$ cat src/design/qsu_pkg.sv
// Package of the quoted string unescaper: word types, phase codes, characters.
// Depends on nothing; every design module imports it.
`default_nettype none

package qsu_pkg;

   typedef struct packed {
      logic [7:0] in_byte;
      logic       is_final;
   } req_type;

   typedef struct packed {
      logic       char_valid;
      logic [7:0] out_char;
      logic       text_end;
      logic       text_ok;
   } rsp_type;

   typedef enum logic [1:0] {
      PH_OPEN = 2'd0,
      PH_BODY = 2'd1,
      PH_ESC  = 2'd2,
      PH_HEX  = 2'd3
   } phase_type;

   typedef struct packed {
      logic       known;
      logic [7:0] value;
   } esc_type;

   typedef struct packed {
      logic       valid;
      logic [3:0] value;
   } hex_type;

   localparam logic [7:0] CHAR_QUOTE  = 8'h22;
   localparam logic [7:0] CHAR_BSLASH = 8'h5c;
   localparam logic [7:0] CHAR_LOW_B  = 8'h62;
   localparam logic [7:0] CHAR_LOW_F  = 8'h66;
   localparam logic [7:0] CHAR_LOW_N  = 8'h6e;
   localparam logic [7:0] CHAR_LOW_R  = 8'h72;
   localparam logic [7:0] CHAR_LOW_T  = 8'h74;
   localparam logic [7:0] CHAR_LOW_U  = 8'h75;
   localparam logic [7:0] CTRL_LIMIT  = 8'h20;
   localparam logic [7:0] CODE_BS     = 8'h08;
   localparam logic [7:0] CODE_FF     = 8'h0c;
   localparam logic [7:0] CODE_LF     = 8'h0a;
   localparam logic [7:0] CODE_CR     = 8'h0d;
   localparam logic [7:0] CODE_TAB    = 8'h09;
   localparam logic [7:0] CHAR_ZERO   = 8'h30;
   localparam logic [7:0] CHAR_NINE   = 8'h39;
   localparam logic [7:0] CHAR_UP_A   = 8'h41;
   localparam logic [7:0] CHAR_UP_F   = 8'h46;
   localparam logic [7:0] CHAR_LOW_A  = 8'h61;
   localparam logic [1:0] HEX_ZEROS   = 2'd2;
   localparam logic [1:0] HEX_LAST    = 2'd3;

   // Maps the byte after a backslash to the byte it stands for.
   function automatic esc_type escape_map(input logic [7:0] c);
      esc_type r;
      r.known = 1'b1;
      r.value = c;
      unique case (c)
         CHAR_QUOTE, CHAR_BSLASH: r.value = c;
         CHAR_LOW_B:              r.value = CODE_BS;
         CHAR_LOW_F:              r.value = CODE_FF;
         CHAR_LOW_N:              r.value = CODE_LF;
         CHAR_LOW_R:              r.value = CODE_CR;
         CHAR_LOW_T:              r.value = CODE_TAB;
         default: begin
            r.known = 1'b0;
            r.value = 8'h00;
         end
      endcase
      return r;
   endfunction

   // Value of one hex digit in either case.
   function automatic hex_type hex_digit(input logic [7:0] c);
      hex_type     r;
      logic [7:0]  d;
      d = 8'h00;
      r.valid = 1'b1;
      if (c >= CHAR_ZERO && c <= CHAR_NINE) begin
         d = c - CHAR_ZERO;
      end else if (c >= CHAR_LOW_A && c <= CHAR_LOW_F) begin
         d = c - CHAR_LOW_A + 8'd10;
      end else if (c >= CHAR_UP_A && c <= CHAR_UP_F) begin
         d = c - CHAR_UP_A + 8'd10;
      end else begin
         r.valid = 1'b0;
      end
      r.value = d[3:0];
      return r;
   endfunction

endpackage

`default_nettype wire

$ cat src/design/quoted_string_unescape.sv
// Top level of the quoted string unescaper: input register, decoder, result register.
// Depends on qsu_pkg, qsu_in_reg, qsu_decode and qsu_rsp_reg.
//
//   Channel   Ports              Word         Direction
//   request   req_valid/ready    req_type     in: one raw byte and its final flag
//   response  rsp_valid/ready    rsp_type     out: decoded byte and end-of-text status
//
// Each accepted request word yields exactly one response word.
// The block takes one word per cycle while the response side is not stalled; each word
// passes through the input register and the result register around the decoder.
// Reset is synchronous and active high; it returns the parser to the state that
// expects an opening quote.
// A stalled response holds its word; the input register keeps taking words as
// long as the result register has room.
`default_nettype none

module quoted_string_unescape (
   input  logic             clock,
   input  logic             reset,
   input  logic             req_valid,
   output logic             req_ready,
   input  qsu_pkg::req_type req_data,
   output logic             rsp_valid,
   input  logic             rsp_ready,
   output qsu_pkg::rsp_type rsp_data
);
   import qsu_pkg::*;

   // The decoder runs between the two registers; its state only advances when
   // the word in the input register moves into the result register.
   logic    take;
   logic    advance;
   req_type item;
   rsp_type result;

   qsu_in_reg u_in_reg (
      .clock     (clock),
      .reset     (reset),
      .req_valid (req_valid),
      .req_ready (req_ready),
      .req_data  (req_data),
      .take      (take),
      .advance   (advance),
      .item      (item)
   );

   qsu_decode u_decode (
      .clock   (clock),
      .reset   (reset),
      .advance (advance),
      .item    (item),
      .result  (result)
   );

   qsu_rsp_reg u_rsp_reg (
      .clock     (clock),
      .reset     (reset),
      .load      (advance),
      .result    (result),
      .space     (take),
      .rsp_valid (rsp_valid),
      .rsp_ready (rsp_ready),
      .rsp_data  (rsp_data)
   );

endmodule

`default_nettype wire

$ cat src/design/qsu_in_reg.sv
// Input register of the unescaper: holds one request word for the decoder.
// Depends on qsu_pkg.
`default_nettype none

module qsu_in_reg (
   input  logic             clock,
   input  logic             reset,
   input  logic             req_valid,
   output logic             req_ready,
   input  qsu_pkg::req_type req_data,
   input  logic             take,
   output logic             advance,
   output qsu_pkg::req_type item
);
   import qsu_pkg::*;

   logic    valid_ff, valid_in;
   req_type item_ff;

   // The held word moves on whenever the result side has room.
   assign advance   = valid_ff && take;
   assign req_ready = !valid_ff || take;
   assign valid_in  = (req_valid && req_ready) || (valid_ff && !take);
   assign item      = item_ff;

   always_ff @(posedge clock) begin
      if (reset) begin
         valid_ff <= 1'b0;
      end else begin
         valid_ff <= valid_in;
      end
   end

   always_ff @(posedge clock) begin
      if (req_valid && req_ready) begin
         item_ff <= req_data;
      end
   end

endmodule

`default_nettype wire

$ cat src/design/qsu_decode.sv
// Decoder of the unescaper: parse phase, hex run state and failure flag.
// Depends on qsu_pkg.
`default_nettype none

module qsu_decode (
   input  logic             clock,
   input  logic             reset,
   input  logic             advance,
   input  qsu_pkg::req_type item,
   output qsu_pkg::rsp_type result
);
   import qsu_pkg::*;

   phase_type  phase_ff, phase_in;
   logic [1:0] hex_cnt_ff, hex_cnt_in;
   logic [3:0] hex_acc_ff, hex_acc_in;
   logic       failed_ff, failed_in;

   logic [7:0] c;
   logic       fin;
   esc_type    esc;
   hex_type    hex;
   logic       emit;
   logic [7:0] ch;
   logic       ok;

   assign c   = item.in_byte;
   assign fin = item.is_final;
   assign esc = escape_map(c);
   assign hex = hex_digit(c);

   // Next state.
   always_comb begin
      phase_in   = phase_ff;
      hex_cnt_in = hex_cnt_ff;
      hex_acc_in = hex_acc_ff;
      failed_in  = failed_ff;
      if (!failed_ff) begin
         unique case (phase_ff)
            PH_OPEN: begin
               if (c != CHAR_QUOTE || fin) failed_in = 1'b1;
               else phase_in = PH_BODY;
            end
            PH_BODY: begin
               if (fin) begin
                  if (c != CHAR_QUOTE) failed_in = 1'b1;
               end else if (c == CHAR_QUOTE || c < CTRL_LIMIT) begin
                  failed_in = 1'b1;
               end else if (c == CHAR_BSLASH) begin
                  phase_in = PH_ESC;
               end
            end
            PH_ESC: begin
               if (fin) begin
                  failed_in = 1'b1;
               end else if (c == CHAR_LOW_U) begin
                  phase_in   = PH_HEX;
                  hex_cnt_in = 2'd0;
                  hex_acc_in = 4'd0;
               end else if (esc.known) begin
                  phase_in = PH_BODY;
               end else begin
                  failed_in = 1'b1;
               end
            end
            PH_HEX: begin
               if (fin || !hex.valid) begin
                  failed_in = 1'b1;
               end else if (hex_cnt_ff < HEX_ZEROS) begin
                  if (hex.value != 4'd0) failed_in = 1'b1;
                  else hex_cnt_in = hex_cnt_ff + 2'd1;
               end else if (hex_cnt_ff == HEX_ZEROS) begin
                  hex_acc_in = hex.value;
                  hex_cnt_in = HEX_LAST;
               end else begin
                  phase_in   = PH_BODY;
                  hex_cnt_in = 2'd0;
                  hex_acc_in = 4'd0;
               end
            end
            default: failed_in = 1'b1;
         endcase
      end
      // The final byte always returns the parser to its idle state.
      if (fin) begin
         phase_in   = PH_OPEN;
         hex_cnt_in = 2'd0;
         hex_acc_in = 4'd0;
         failed_in  = 1'b0;
      end
   end

   // Outputs.
   always_comb begin
      emit = 1'b0;
      ch   = 8'h00;
      ok   = 1'b0;
      if (!failed_ff) begin
         unique case (phase_ff)
            PH_OPEN: ;
            PH_BODY: begin
               if (fin) begin
                  ok = (c == CHAR_QUOTE);
               end else if (c != CHAR_QUOTE && c >= CTRL_LIMIT && c != CHAR_BSLASH) begin
                  emit = 1'b1;
                  ch   = c;
               end
            end
            PH_ESC: begin
               if (!fin && esc.known) begin
                  emit = 1'b1;
                  ch   = esc.value;
               end
            end
            PH_HEX: begin
               if (!fin && hex.valid && hex_cnt_ff == HEX_LAST) begin
                  emit = 1'b1;
                  ch   = {hex_acc_ff, hex.value};
               end
            end
            default: emit = 1'b0;
         endcase
      end
   end

   assign result.char_valid = emit;
   assign result.out_char   = ch;
   assign result.text_end   = fin;
   assign result.text_ok    = fin && ok;

   always_ff @(posedge clock) begin
      if (reset) begin
         phase_ff   <= PH_OPEN;
         hex_cnt_ff <= 2'd0;
         hex_acc_ff <= 4'd0;
         failed_ff  <= 1'b0;
      end else if (advance) begin
         phase_ff   <= phase_in;
         hex_cnt_ff <= hex_cnt_in;
         hex_acc_ff <= hex_acc_in;
         failed_ff  <= failed_in;
      end
   end

endmodule

`default_nettype wire

$ cat src/design/qsu_rsp_reg.sv
// Result register of the unescaper: holds one response word until taken.
// Depends on qsu_pkg.
`default_nettype none

module qsu_rsp_reg (
   input  logic             clock,
   input  logic             reset,
   input  logic             load,
   input  qsu_pkg::rsp_type result,
   output logic             space,
   output logic             rsp_valid,
   input  logic             rsp_ready,
   output qsu_pkg::rsp_type rsp_data
);
   import qsu_pkg::*;

   logic    valid_ff, valid_in;
   rsp_type data_ff;

   assign space     = !valid_ff || rsp_ready;
   assign valid_in  = load || (valid_ff && !rsp_ready);
   assign rsp_valid = valid_ff;
   assign rsp_data  = data_ff;

   always_ff @(posedge clock) begin
      if (reset) begin
         valid_ff <= 1'b0;
      end else begin
         valid_ff <= valid_in;
      end
   end

   always_ff @(posedge clock) begin
      if (load) begin
         data_ff <= result;
      end
   end

endmodule

`default_nettype wire

$ cat config.mk
export PLATFORM = sky130hd
export DESIGN_NAME = quoted_string_unescape
export DESIGN_NICKNAME = d
export VERILOG_FILES = /design/src/design/qsu_pkg.sv /design/src/design/quoted_string_unescape.sv /design/src/design/qsu_in_reg.sv /design/src/design/qsu_decode.sv /design/src/design/qsu_rsp_reg.sv
export SDC_FILE = /design/constraint.sdc
export NUM_CORES = 1
export LEC_CHECK = 0
export BUFFER_PORTS_ARGS = -buffer_cell sky130_fd_sc_hd__clkbuf_2
export CAP_MARGIN = 10
export CORE_UTILIZATION = 60
export CTS_BUF_LIST = sky130_fd_sc_hd__clkbuf_16
export DETAILED_ROUTE_END_ITERATION = 8
export PLACE_DENSITY_LB_ADDON = 0.15
export SYNTH_ARGS = -nofsm -noshare
export SYNTH_HDL_FRONTEND = slang
export SYNTH_SLANG_ARGS = --single-unit
$ cat constraint.sdc
create_clock -name clock -period 4.5 [get_ports clock]
set_input_delay 0.675 -clock clock [delete_from_list [all_inputs] [get_ports clock]]
set_output_delay 0.675 -clock clock [all_outputs]
set_load 0.005 [all_outputs]
Word level (Yosys, flattened, before mapping)
Cells that the tools add are included.
- input bits: 13
- register bits after elaboration: 31
- reductions and logical operators: 34
- multiplexer cells: 57
- equality and inequality tests: 25
- add/sub/neg operators: 6
- order comparisons: 9
- operators by type and width (kind ; number):
    $eq 8x7->1 const B ; 7
    $pmux 8 s6 ; 1
    $mux 4 ; 9
    $mux 2 ; 17
    $mux 8 ; 4
    $pmux 8 s3 ; 1
    $mux 1 ; 20
    $ge 8x6->1 const B ; 2
    $ge 8x7->1 const B ; 2
    $le 8x7->1 const B ; 2
    $ne 3x3->1 const B ; 5
    $logic_and 1x1->1 ; 13
    $reduce_and 6->1 ; 2
    $sub 4x1->4 const B ; 3
    $reduce_and 9->1 ; 1
    $add 4x4->4 const B ; 2
    $eq 2x2->1 const B ; 4
    $eq 8x6->1 const B ; 1
    $le 8x6->1 const B ; 1
    $lt 8x6->1 const B ; 1
    $ne 8x6->1 const B ; 1
    $ne 8x7->1 const B ; 1
    $pmux 2 s4 ; 1
    $pmux 4 s2 ; 1
    17 further kinds ; 29

Depth between registers and ports, before layout
Gate-level depths: netlist of run 1.
- word-level depth: 12
- gate-level depth with buffers: 8

By module
Synthesis of run 1 repeated with hierarchy kept, for this count alone.
- cells, all modules: 218
- area, all modules: 2117.0 sq um
- modules (own cells, without submodules) (module ; sequential area each (sq um) ; area an instance (sq um) ; times used ; cells an instance):
    qsu_decode ; 180.2 ; 1407.6 ; 1 ; 188
    qsu_rsp_reg ; 350.3 ; 376.6 ; 1 ; 15
    qsu_in_reg ; 290.3 ; 332.8 ; 1 ; 15

Least setup slack after synthesis of run 1
OpenSTA, ideal clock, no wires.
- path kind: register to register
- start point: register u_in_reg.item_ff, in the netlist u_in_reg.item[1]
- end point: register u_decode.hex_cnt_ff[0]
- data arrival time: 2.201 ns
- required time: 4.428 ns
- path slack: 2.227 ns
- setup time: 0.072 ns
- stages on the path, launching flop included: 9
- path buffers: 0
- clock period less this slack: 2.273 ns
- cell sequence: edfxtp_1 > clkinv_1 > ha_1 > or3b_1 > and3_1 > o21ai_1 > a21boi_2 > a21oi_2 > mux2i_1
- longest elaborated chain between the ends: 9
- ends and longest elaborated chain (element ; RTL line ; RTL):
    start: declaration ; qsu_in_reg.sv:18 ; req_type item_ff;
    start signal: assignment ; qsu_in_reg.sv:36 ; item_ff <= req_data;
    branches (longest 8 deep; another with $sub 4x1->4) ; n/a ;
    $reduce_and 6->1 (no line) * ; n/a ;
    end signal: assignment ; qsu_decode.sv:139 ; hex_cnt_ff <= hex_cnt_in;
    end: declaration ; qsu_decode.sv:15 ; logic [1:0] hex_cnt_ff, hex_cnt_in;
Every way passes the cells marked *.
A chain may end at the register's enable or synchronous reset.

Worst setup path after layout of run 1
- start point: register u_in_reg.item_ff, in the netlist u_in_reg.item[2]
- end point: register u_rsp_reg.data_ff, in the netlist u_rsp_reg.rsp_data[4], data pin
- longest elaborated chain between the ends: 9
- ends and longest elaborated chain (element ; RTL line ; RTL):
    branches (longest 8 deep; another with $sub 4x1->4) ; n/a ;
    $pmux 8 s3 * ; qsu_decode.sv:99 ; unique case (phase_ff)
    end signal: assignment ; qsu_rsp_reg.sv:35 ; data_ff <= result;
    end: declaration ; qsu_rsp_reg.sv:18 ; rsp_type data_ff;
Marked as above.

==> results.txt, run 1 <==
status = finished, final reports clean
Synth area leaders = edfxtp_1 (29%), dfxtp_1 (10%), ha_1 (6.5%)
Yosys top cell by area = edfxtp_1
H-tree levels = 2
worst min-delay path class = register to register
Die ar. = 3753 um2
clock period minus worst slack = 2.754 ns
clk sinks = 31
crit path DAT = 2.89 ns
CTS Buffer Depth = 2
VDD IR max = 0.0002674 V
initial antenna violation count = 0
Reg clk slew, reported paths = 0.05 ns
Root Buffer = clkbuf_16
EDFF count, synth = 20
Worst-Margin Slew = 0.6470 ns
DR vias = 1712
top cell type's share of synthesized area = 28.50%
Total GRT Usage = 25.78%
Critical Path Sink Type = register
final worst path period share = 61.21%
CTS tree = built
Syn Inst Count = 220
library cells used by synthesis = 61
# Max-Cap Violations = 0
Comb power frac = 8.8%
largest net degree at the start of global routing = 19
Int Power = 540.1 uW
dpl hpwl = 3194 um
Req. time, crit path = 4.63 ns
count leader, synth = nor2_1
nets = 265
final count of hold timing violations = 0
first-pass GRT wire length = 6962 um
Diodes inserted = 0
Fill cells = 304
DRT Pass-1 Iters = 4
Seq pwr share = 47.6%
Hold Buf Count CTS = 0
CP Max Fanout = 9
Switch Pwr = 157.2 uW
WHS Path Cells = 2
final core occ = 69.08%
share of cells above drive strength 1 = 19.01%
Total Power = 697.3 uW
Primary FF master, synth = edfxtp_1
Placement Setup Slack = 1.817 ns
Syn Area/Cell = 9.577 um2
gpl congestion = 0.8737
Worst setup SP type = register
IO Port Bufs = 25
I/O pin total = 26
post-CTS resize count = 0
post-synthesis register bit count = 31
post-CTS setup repair buffer count = 0
register area share after synthesis = 38.95%
FP Rows = 21
Routed Antenna Nets = 0
Switching Fraction = 22.55%
Synth Cell Area = 2107 um2
Initial Utilization = 62.65%
setup TNS = 0 ns
syn_nets = 244
Final setup viols = 0
Core Region = 3363 um2
fmax = 363.1 MHz
clock share of power = 43.6%
die height = 61.26 um
Worst Slack Setup Final = 1.746 ns
initial drt markers = 95
clk_lat worst skew = 0.27 ns
remaining global-route overflow = 0
synth warn = 0
final wirelength = 4255 um
Num CTS Buffers = 5
vias in the first global route = 1545
Leak Pwr = 0.8397 nW
RSZ-0062 raised after global routing = no
relative slew slack = 56.60%
clk_skew = 0.004820 ns
Synth-to-Final Area Change = 10.27%
vias per std cell = 5.944
ys async rst share = 0%
Max Slew Vio Count = 0
path depth of the worst reg2reg path = 8
pwr dens = 300.1 nW/um2
critical path type = register to register
Wirelength per Cell = 14.77 um
commonest cells in the synthesized netlist = nor2_1 (25), edfxtp_1 (20), nand2_1 (15)
Die Wd = 61.26 um
drc violations = 0
kinds of logic (layout without fill, tap and decap cells):
logic type,count (synthesis),after routing,synth area share (%)
adders and majority gates,11,11,6.532
DFF,31,31,38.96
muxes,8,8,3.860
xor gates and xnor gates,2,2,0.8315
buffers and inverters,20,42,6.472
and+or+nand+nor,98,98,26.84
AOI/OAI and AO/OA,50,50,16.51
power by group through the flow:
stage	combinational, mW	clock [mW]	sequential (mW)
3_5_place_dp	0.0604	0	0.337
3_3_place_gp	0.0600	0	0.337
2_1_floorplan	0.0587	0	0.325
6_report	0.0612	0.304	0.332
5_1_grt	0.0683	0.322	0.334
4_1_cts	0.0609	0.309	0.332
worst max-delay path, stage by stage, from the launching register on:
cell       delay (ns)
edfxtp_1         0.53
inv_1            0.17
ha_1             0.24
nand2_1          0.07
a21o_1           0.22
a211oi_1         0.58
o2111ai_1        0.23
or4_1            0.50
o21ai_1          0.08
sequential cells by signal (all words and copies together) (netlist names):
name and count:
u_rsp_reg.rsp_data 11, u_in_reg.item 9, u_decode.hex_acc_ff 4, u_decode.phase_ff 2, u_rsp_reg.rsp_valid 1, u_decode.failed_ff 1
u_in_reg.valid_ff 1, u_decode.hex_cnt_ff 2
area by class of cell:
type	count	area, um2	area share [%]
flip-flops and latches	31	820.8	35.33
clock buffers	5	125.1	5.385
clock inverters	3	11.26	0.4847
multi-input cells	169	1150	49.49
well taps	46	57.56	2.477
repair buffers	25	125.1	5.385
inverters	9	33.78	1.454
layout by cell type, fill, tap and decap left out, drive strengths merged, types with 7 or more instances in the layout:
master  netlist  final
nand2b        8      8
o21ai         9      9
nand3         7      7
ha           11     11
clkbuf        0     30
nand2        17     17
dfxtp        11     11
inv           8      9
nor2         25     25
mux2i         7      7
a21oi        13     13
edfxtp       20     20
per-layer routing:
layer / track usage, % / share of wire (%)
met1: 32.41 / 43
met2: 43.48 / 50
met3: 6.933 / 5.9
met4: 7.468 / 1.2
met5: 0 / 0
per-stage QoR:
step	cell area, um2	hold WS [ns]	std cells
2_1_floorplan	2107	0.4608	220
3_3_place_gp	2187	0.4917	280
3_5_place_dp	2187	0.5011	280
4_1_cts	2323	0.5085	288
5_1_grt	2323	0.5455	288
6_report	2323	0.5086	288
worst paths after layout:
check | start | to | slack, ns
worst min-delay path | u_decode.hex_cnt_ff[0] | u_decode.hex_cnt_ff[0] | 0.51
worst max register to register | u_in_reg.item[2] | u_rsp_reg.rsp_data[4] | 1.75
worst min register to register | u_decode.hex_cnt_ff[0] | u_decode.hex_cnt_ff[0] | 0.51
worst max-delay path | u_in_reg.item[2] | u_rsp_reg.rsp_data[4] | 1.75
No activity file was read; power rests on OpenSTA's default activity.
==> run 2, diff against run 1 <==
- CORE_UTILIZATION: 60 -> 52
- clock period: 4.5 -> 2.4 ns (I/O delays scaled with it)
==> results.txt, run 2 (synthesis results as in run 1) <==
status = finished, final reports clean
# Max-Cap Violations = 0 (unchanged)
Final setup viols = 0 (unchanged)
Leak Pwr = 0.9572 nW (+14%)
clk_skew = 0.005710 ns (+0.0008900 ns)
Synth-to-Final Area Change = 20.96%
die height = 65.66 um (+7.2%)
commonest cells after routing, fill and taps aside = nor2_1 (25), clkbuf_2 (25), edfxtp_1 (20), buf_4 (19), nand2_1 (15)
initial antenna violation count = 0 (unchanged)
share of cells above drive strength 1 = 29.01% (+10 points)
Wirelength per Cell = 14.76 um (about the same)
DRT Pass-1 Iters = 4 (unchanged)
clk sinks = 31 (unchanged)
final wirelength = 4577 um (+7.6%)
remaining global-route overflow = 0 (unchanged)
Initial Utilization = 55.87% (-6.8 points)
clock period minus worst slack = 2.350 ns (-0.4048 ns)
Reg clk slew, reported paths = 0.05 ns (about the same)
Worst-Margin Slew = 0.5333 ns (-0.1138 ns)
DR vias = 1773 (+3.6%)
Num CTS Buffers = 5 (unchanged)
clk_lat worst skew = 0.28 ns (about the same)
Worst setup SP type = register
Die ar. = 4311 um2 (+15%)
CP Max Fanout = 17 (+8)
Root Buffer = clkbuf_16
critical path type = register to register
largest net degree at the start of global routing = 18 (-1)
Max Slew Vio Count = 0 (unchanged)
CTS Buffer Depth = 2 (unchanged)
worst min-delay path class = primary input to register
I/O pin total = 26 (unchanged)
initial drt markers = 97 (+2.1%)
final count of hold timing violations = 0 (unchanged)
FP Rows = 22 (+4.8%)
gpl congestion = 0.9402 (+7.6%)
vias in the first global route = 1637 (+6.0%)
nets = 285 (+7.5%)
area of the multi-input gates = 1187 um2 (+3.3%)
pwr dens = 560.6 nW/um2 (+87%)
dpl hpwl = 3365 um (+5.3%)
IO Port Bufs = 25 (unchanged)
Total Power = 1.429 mW (+100%)
first-pass GRT wire length = 7638 um (+9.7%)
final worst path period share = 97.90% (+37 points)
drc violations = 0 (unchanged)
Routed Antenna Nets = 0 (unchanged)
Req. time, crit path = 2.57 ns (-2.06 ns)
H-tree levels = 2 (unchanged)
VDD IR max = 0.0004709 V (+76%)
max reg flops = 11 (unchanged)
CTS tree = built
relative slew slack = 64.00% (+7.4 points)
Critical Path Sink Type = register
Diodes inserted = 0 (unchanged)
final hold slack = 0.2532 ns (-0.2554 ns)
Total GRT Usage = 23.69% (-2.1 points)
Core Region = 3771 um2 (+12%)
Die Wd = 65.66 um (+7.2%)
crit path DAT = 2.52 ns (-0.37 ns)
Fill cells = 305 (+0.33%)
Seq. cell area = 820.8 um2 (unchanged)
vias per std cell = 5.719 (-3.8%)
fmax = 425.6 MHz (+17%)
run 2: metal layers:
layer	global-route usage (%)	wire, um
met1	31.23	2153
met2	37.50	2148
met3	4.688	208
met4	9.783	65
met5	0	0
run 2: critical path: stages, from the launching register on:
cell	delay (ns)
edfxtp_1	0.40
buf_12	0.17
nor4b_1	0.40
nand3_1	0.17
o311ai_0	0.50
o211ai_1	0.22
nor3b_1	0.18
a31o_1	0.19
run 2: metrics by stage:
stage	area [um2]	worst slack, ns	std cells	TNS (ns)	util (%)
floorplan	2107	0.1273	220	0	-
global placement	2322	0.08054	298	0	61.58
detailed placement	2322	0.07703	298	0	61.58
CTS	2481	0.04277	306	0	65.79
global route	2549	-0.002712	310	-0.004084	67.58
finish	2549	0.05046	310	0	67.58
run 2: where the power goes:
part | internal, mW | switching, mW
Sequential | 0.589 | 0.0216
Clock | 0.441 | 0.218
Combinational | 0.0743 | 0.0852
run 2: worst paths after layout:
kind,from,to,slack (ns),cells past startpoint
min,req_data[6],u_in_reg.item[6],0.25,1
max,u_in_reg.item[4],u_decode.phase_ff[0],0.05,7
max reg2reg,u_in_reg.item[4],u_decode.phase_ff[0],0.05,7
min reg2reg,u_decode.hex_cnt_ff[0],u_decode.hex_cnt_ff[0],0.50,2
run 2: layout make-up:
cell class / instances / share of cell area [%]
Tap cell: 48 / 2.356
Multi-Input combinational cell: 169 / 46.59
Clock inverter: 2 / 0.3436
Inverter: 9 / 1.325
Timing Repair Buffer: 45 / 11.29
Clock buffer: 6 / 5.891
Sequential cell: 31 / 32.20
run 2: what timing repair did:
item / 4_1_cts / 5_1_grt
endpoints found under the hold margin: 0 / 0
setup endpoints to repair: 0 / 12
hold buffers: 0 / 0
setup buffers: 0 / 4
gates resized for setup: 0 / 9
==> run 3, diff against run 2 <==
- CORE_ASPECT_RATIO: default -> 1.2
- HOLD_SLACK_MARGIN: default -> 0.06
==> results.txt, run 3 (synthesis results as in run 1) <==
final worst path period share = 95.87% (-2.0 points)
slowest stage delay, CP = 0.54 ns (+0.04 ns)
remaining global-route overflow = 0 (unchanged)
Hold Path Origin = req_data[7]
die height = 71.73 um (+9.3%)
Total GRT Usage = 24.83% (+1.1 points)
dpl cell area = 2325 um2 (+0.11%)
# Max-Cap Violations = 0 (unchanged)
Diodes inserted = 0 (unchanged)
vias in the first global route = 1651 (+0.86%)
DR vias = 1767 (-0.34%)
WHS Path Cells = 1 (unchanged)
vias per std cell = 5.522 (-3.5%)
Worst Slack Setup Final = 0.09903 ns (+0.04857 ns)
Reg clk slew, reported paths = 0.05 ns (about the same)
Final setup viols = 0 (unchanged)
Worst Hold Path EP = u_in_reg.item[7]
initial antenna violation count = 0 (unchanged)
clk_lat worst skew = 0.28 ns (about the same)
Worst setup SP type = register
R2R setup slack = 0.1 ns (+0.05 ns)
gpl congestion = 0.9830 (+4.6%)
Max Slew Vio Count = 0 (unchanged)
I/O pin total = 26 (unchanged)
Leak Pwr = 0.9714 nW (+1.5%)
Core Region = 3910 um2 (+3.7%)
fmax = 434.6 MHz (+2.1%)
H-tree levels = 2 (unchanged)
Finished Layout Cells = 320 (+3.2%)
relative slew slack = 71.78% (+7.8 points)
initial drt markers = 97 (unchanged)
Root Buffer = clkbuf_16
Worst-Margin Slew = 0.4180 ns (-0.1153 ns)
CTS Buffer Depth = 2 (unchanged)
commonest cells after routing, fill and taps aside = nor2_1 (25), clkbuf_2 (25), buf_4 (23), edfxtp_1 (20), nand2_1 (14)
nets = 289 (+1.4%)
VDD IR max = 0.0004121 V (-12%)
Fill cells = 300 (-1.6%)
Bufs and invs on worst path = 0 (-1)
Top delay family on crit path = simple AND/OR/NAND/NOR gates
share of cells above drive strength 1 = 31.20% (+2.2 points)
final count of hold timing violations = 0 (unchanged)
Wirelength per Cell = 14.55 um (-1.5%)
Num CTS Buffers = 5 (unchanged)
Req. time, crit path = 2.51 ns (-0.06 ns)
worst min-delay path class = primary input to register
CTS tree = built
Routed Antenna Nets = 0 (unchanged)
Die ar. = 4312 um2 (about the same)
CP Max Fanout = 9 (-8)
clk_skew = 0.004857 ns (-0.0008523 ns)
CP max stage cell = or4_4
worst r2r src = u_in_reg.item[8]
FP Rows = 25 (+14%)
drc violations = 0 (unchanged)
clk sinks = 31 (unchanged)
Hold Buf Count CTS = 0 (unchanged)
first-pass GRT wire length = 7700 um (+0.81%)
Die Wd = 60.11 um (-8.4%)
Worst R2R End = u_rsp_reg.rsp_data[2]
setup TNS = 0 ns (unchanged)
status = finished, final reports clean
Critical Path Sink Type = register
Placement Setup Slack = 0.06297 ns (-0.01407 ns)
final wirelength = 4656 um (+1.7%)
dpl hpwl = 3459 um (+2.8%)
Initial Utilization = 53.89% (-2.0 points)
CP cell instances = nand2b_4 > or4_4 > a21o_2 > a21oi_4 > nor4_1 > nor3_1
largest net degree at the start of global routing = 15 (-3)
path depth of the worst reg2reg path = 6 (-1)
DRT Pass-1 Iters = 4 (unchanged)
Total Power = 1.482 mW (+3.7%)
pwr dens = 567.6 nW/um2 (+1.3%)
max reg flops = 11 (unchanged)
clock period minus worst slack = 2.301 ns (-0.04857 ns)
critical path type = register to register
final instance area = 2610 um2 (+2.4%)
crit path from = u_in_reg.item[8]
IO Port Bufs = 25 (unchanged)
Synth-to-Final Area Change = 23.87%
Inst Count DP = 305 (+2.3%)
crit path DAT = 2.41 ns (-0.11 ns)
## run 3: where the power goes
part,switching [mW],internal [mW]
sequential,0.0218,0.589
combinational,0.0864,0.0785
clock,0.223,0.483
total,0.331,1.15
## run 3: timing repair
action                                  in CTS  in global routing
endpoints found under the setup margin       0                 13
setup buffers                                0                  7
resized for setup                            0                 13
## run 3: final cells by class
cell class / instances / area [um2] / area share, %
clock buffers: 5 / 125.1 / 4.794
clock inverters: 3 / 38.79 / 1.486
inverters: 9 / 33.78 / 1.294
multi-input cells: 169 / 1206 / 46.21
flip-flops and latches: 31 / 820.8 / 31.45
well taps: 54 / 67.56 / 2.589
repair buffers: 49 / 317.8 / 12.18
## run 3: routing by layer
layer,vias up,part of all wire (%),global-route usage [%]
li1,899,-,-
met1,819,45,31.01
met2,41,50,38.58
met3,8,3.4,7.040
met4,0,2.4,12.14
met5,-,0,0
## run 3: worst max-delay path by stage
stage,endpoint,slack [ns],depth (start not counted)
floorplan,u_decode.hex_cnt_ff[0],0.13,8
global placement,u_rsp_reg.rsp_data[2],-0.0007,6
detailed placement,u_rsp_reg.rsp_data[2],0.06,6
CTS,u_rsp_reg.rsp_data[2],0.04,6
global route,u_rsp_reg.rsp_data[6],-0.02,9
finish,u_rsp_reg.rsp_data[2],0.1,6
## run 3: stage by stage
step / hold slack, ns / utilization (%)
2_1_floorplan: 0.4589 / -
3_3_place_gp: 0.4904 / 59.46
5_1_grt: 0.2449 / 66.75
6_report: 0.2522 / 66.75
3_5_place_dp: 0.5002 / 59.46
4_1_cts: 0.2496 / 63.65
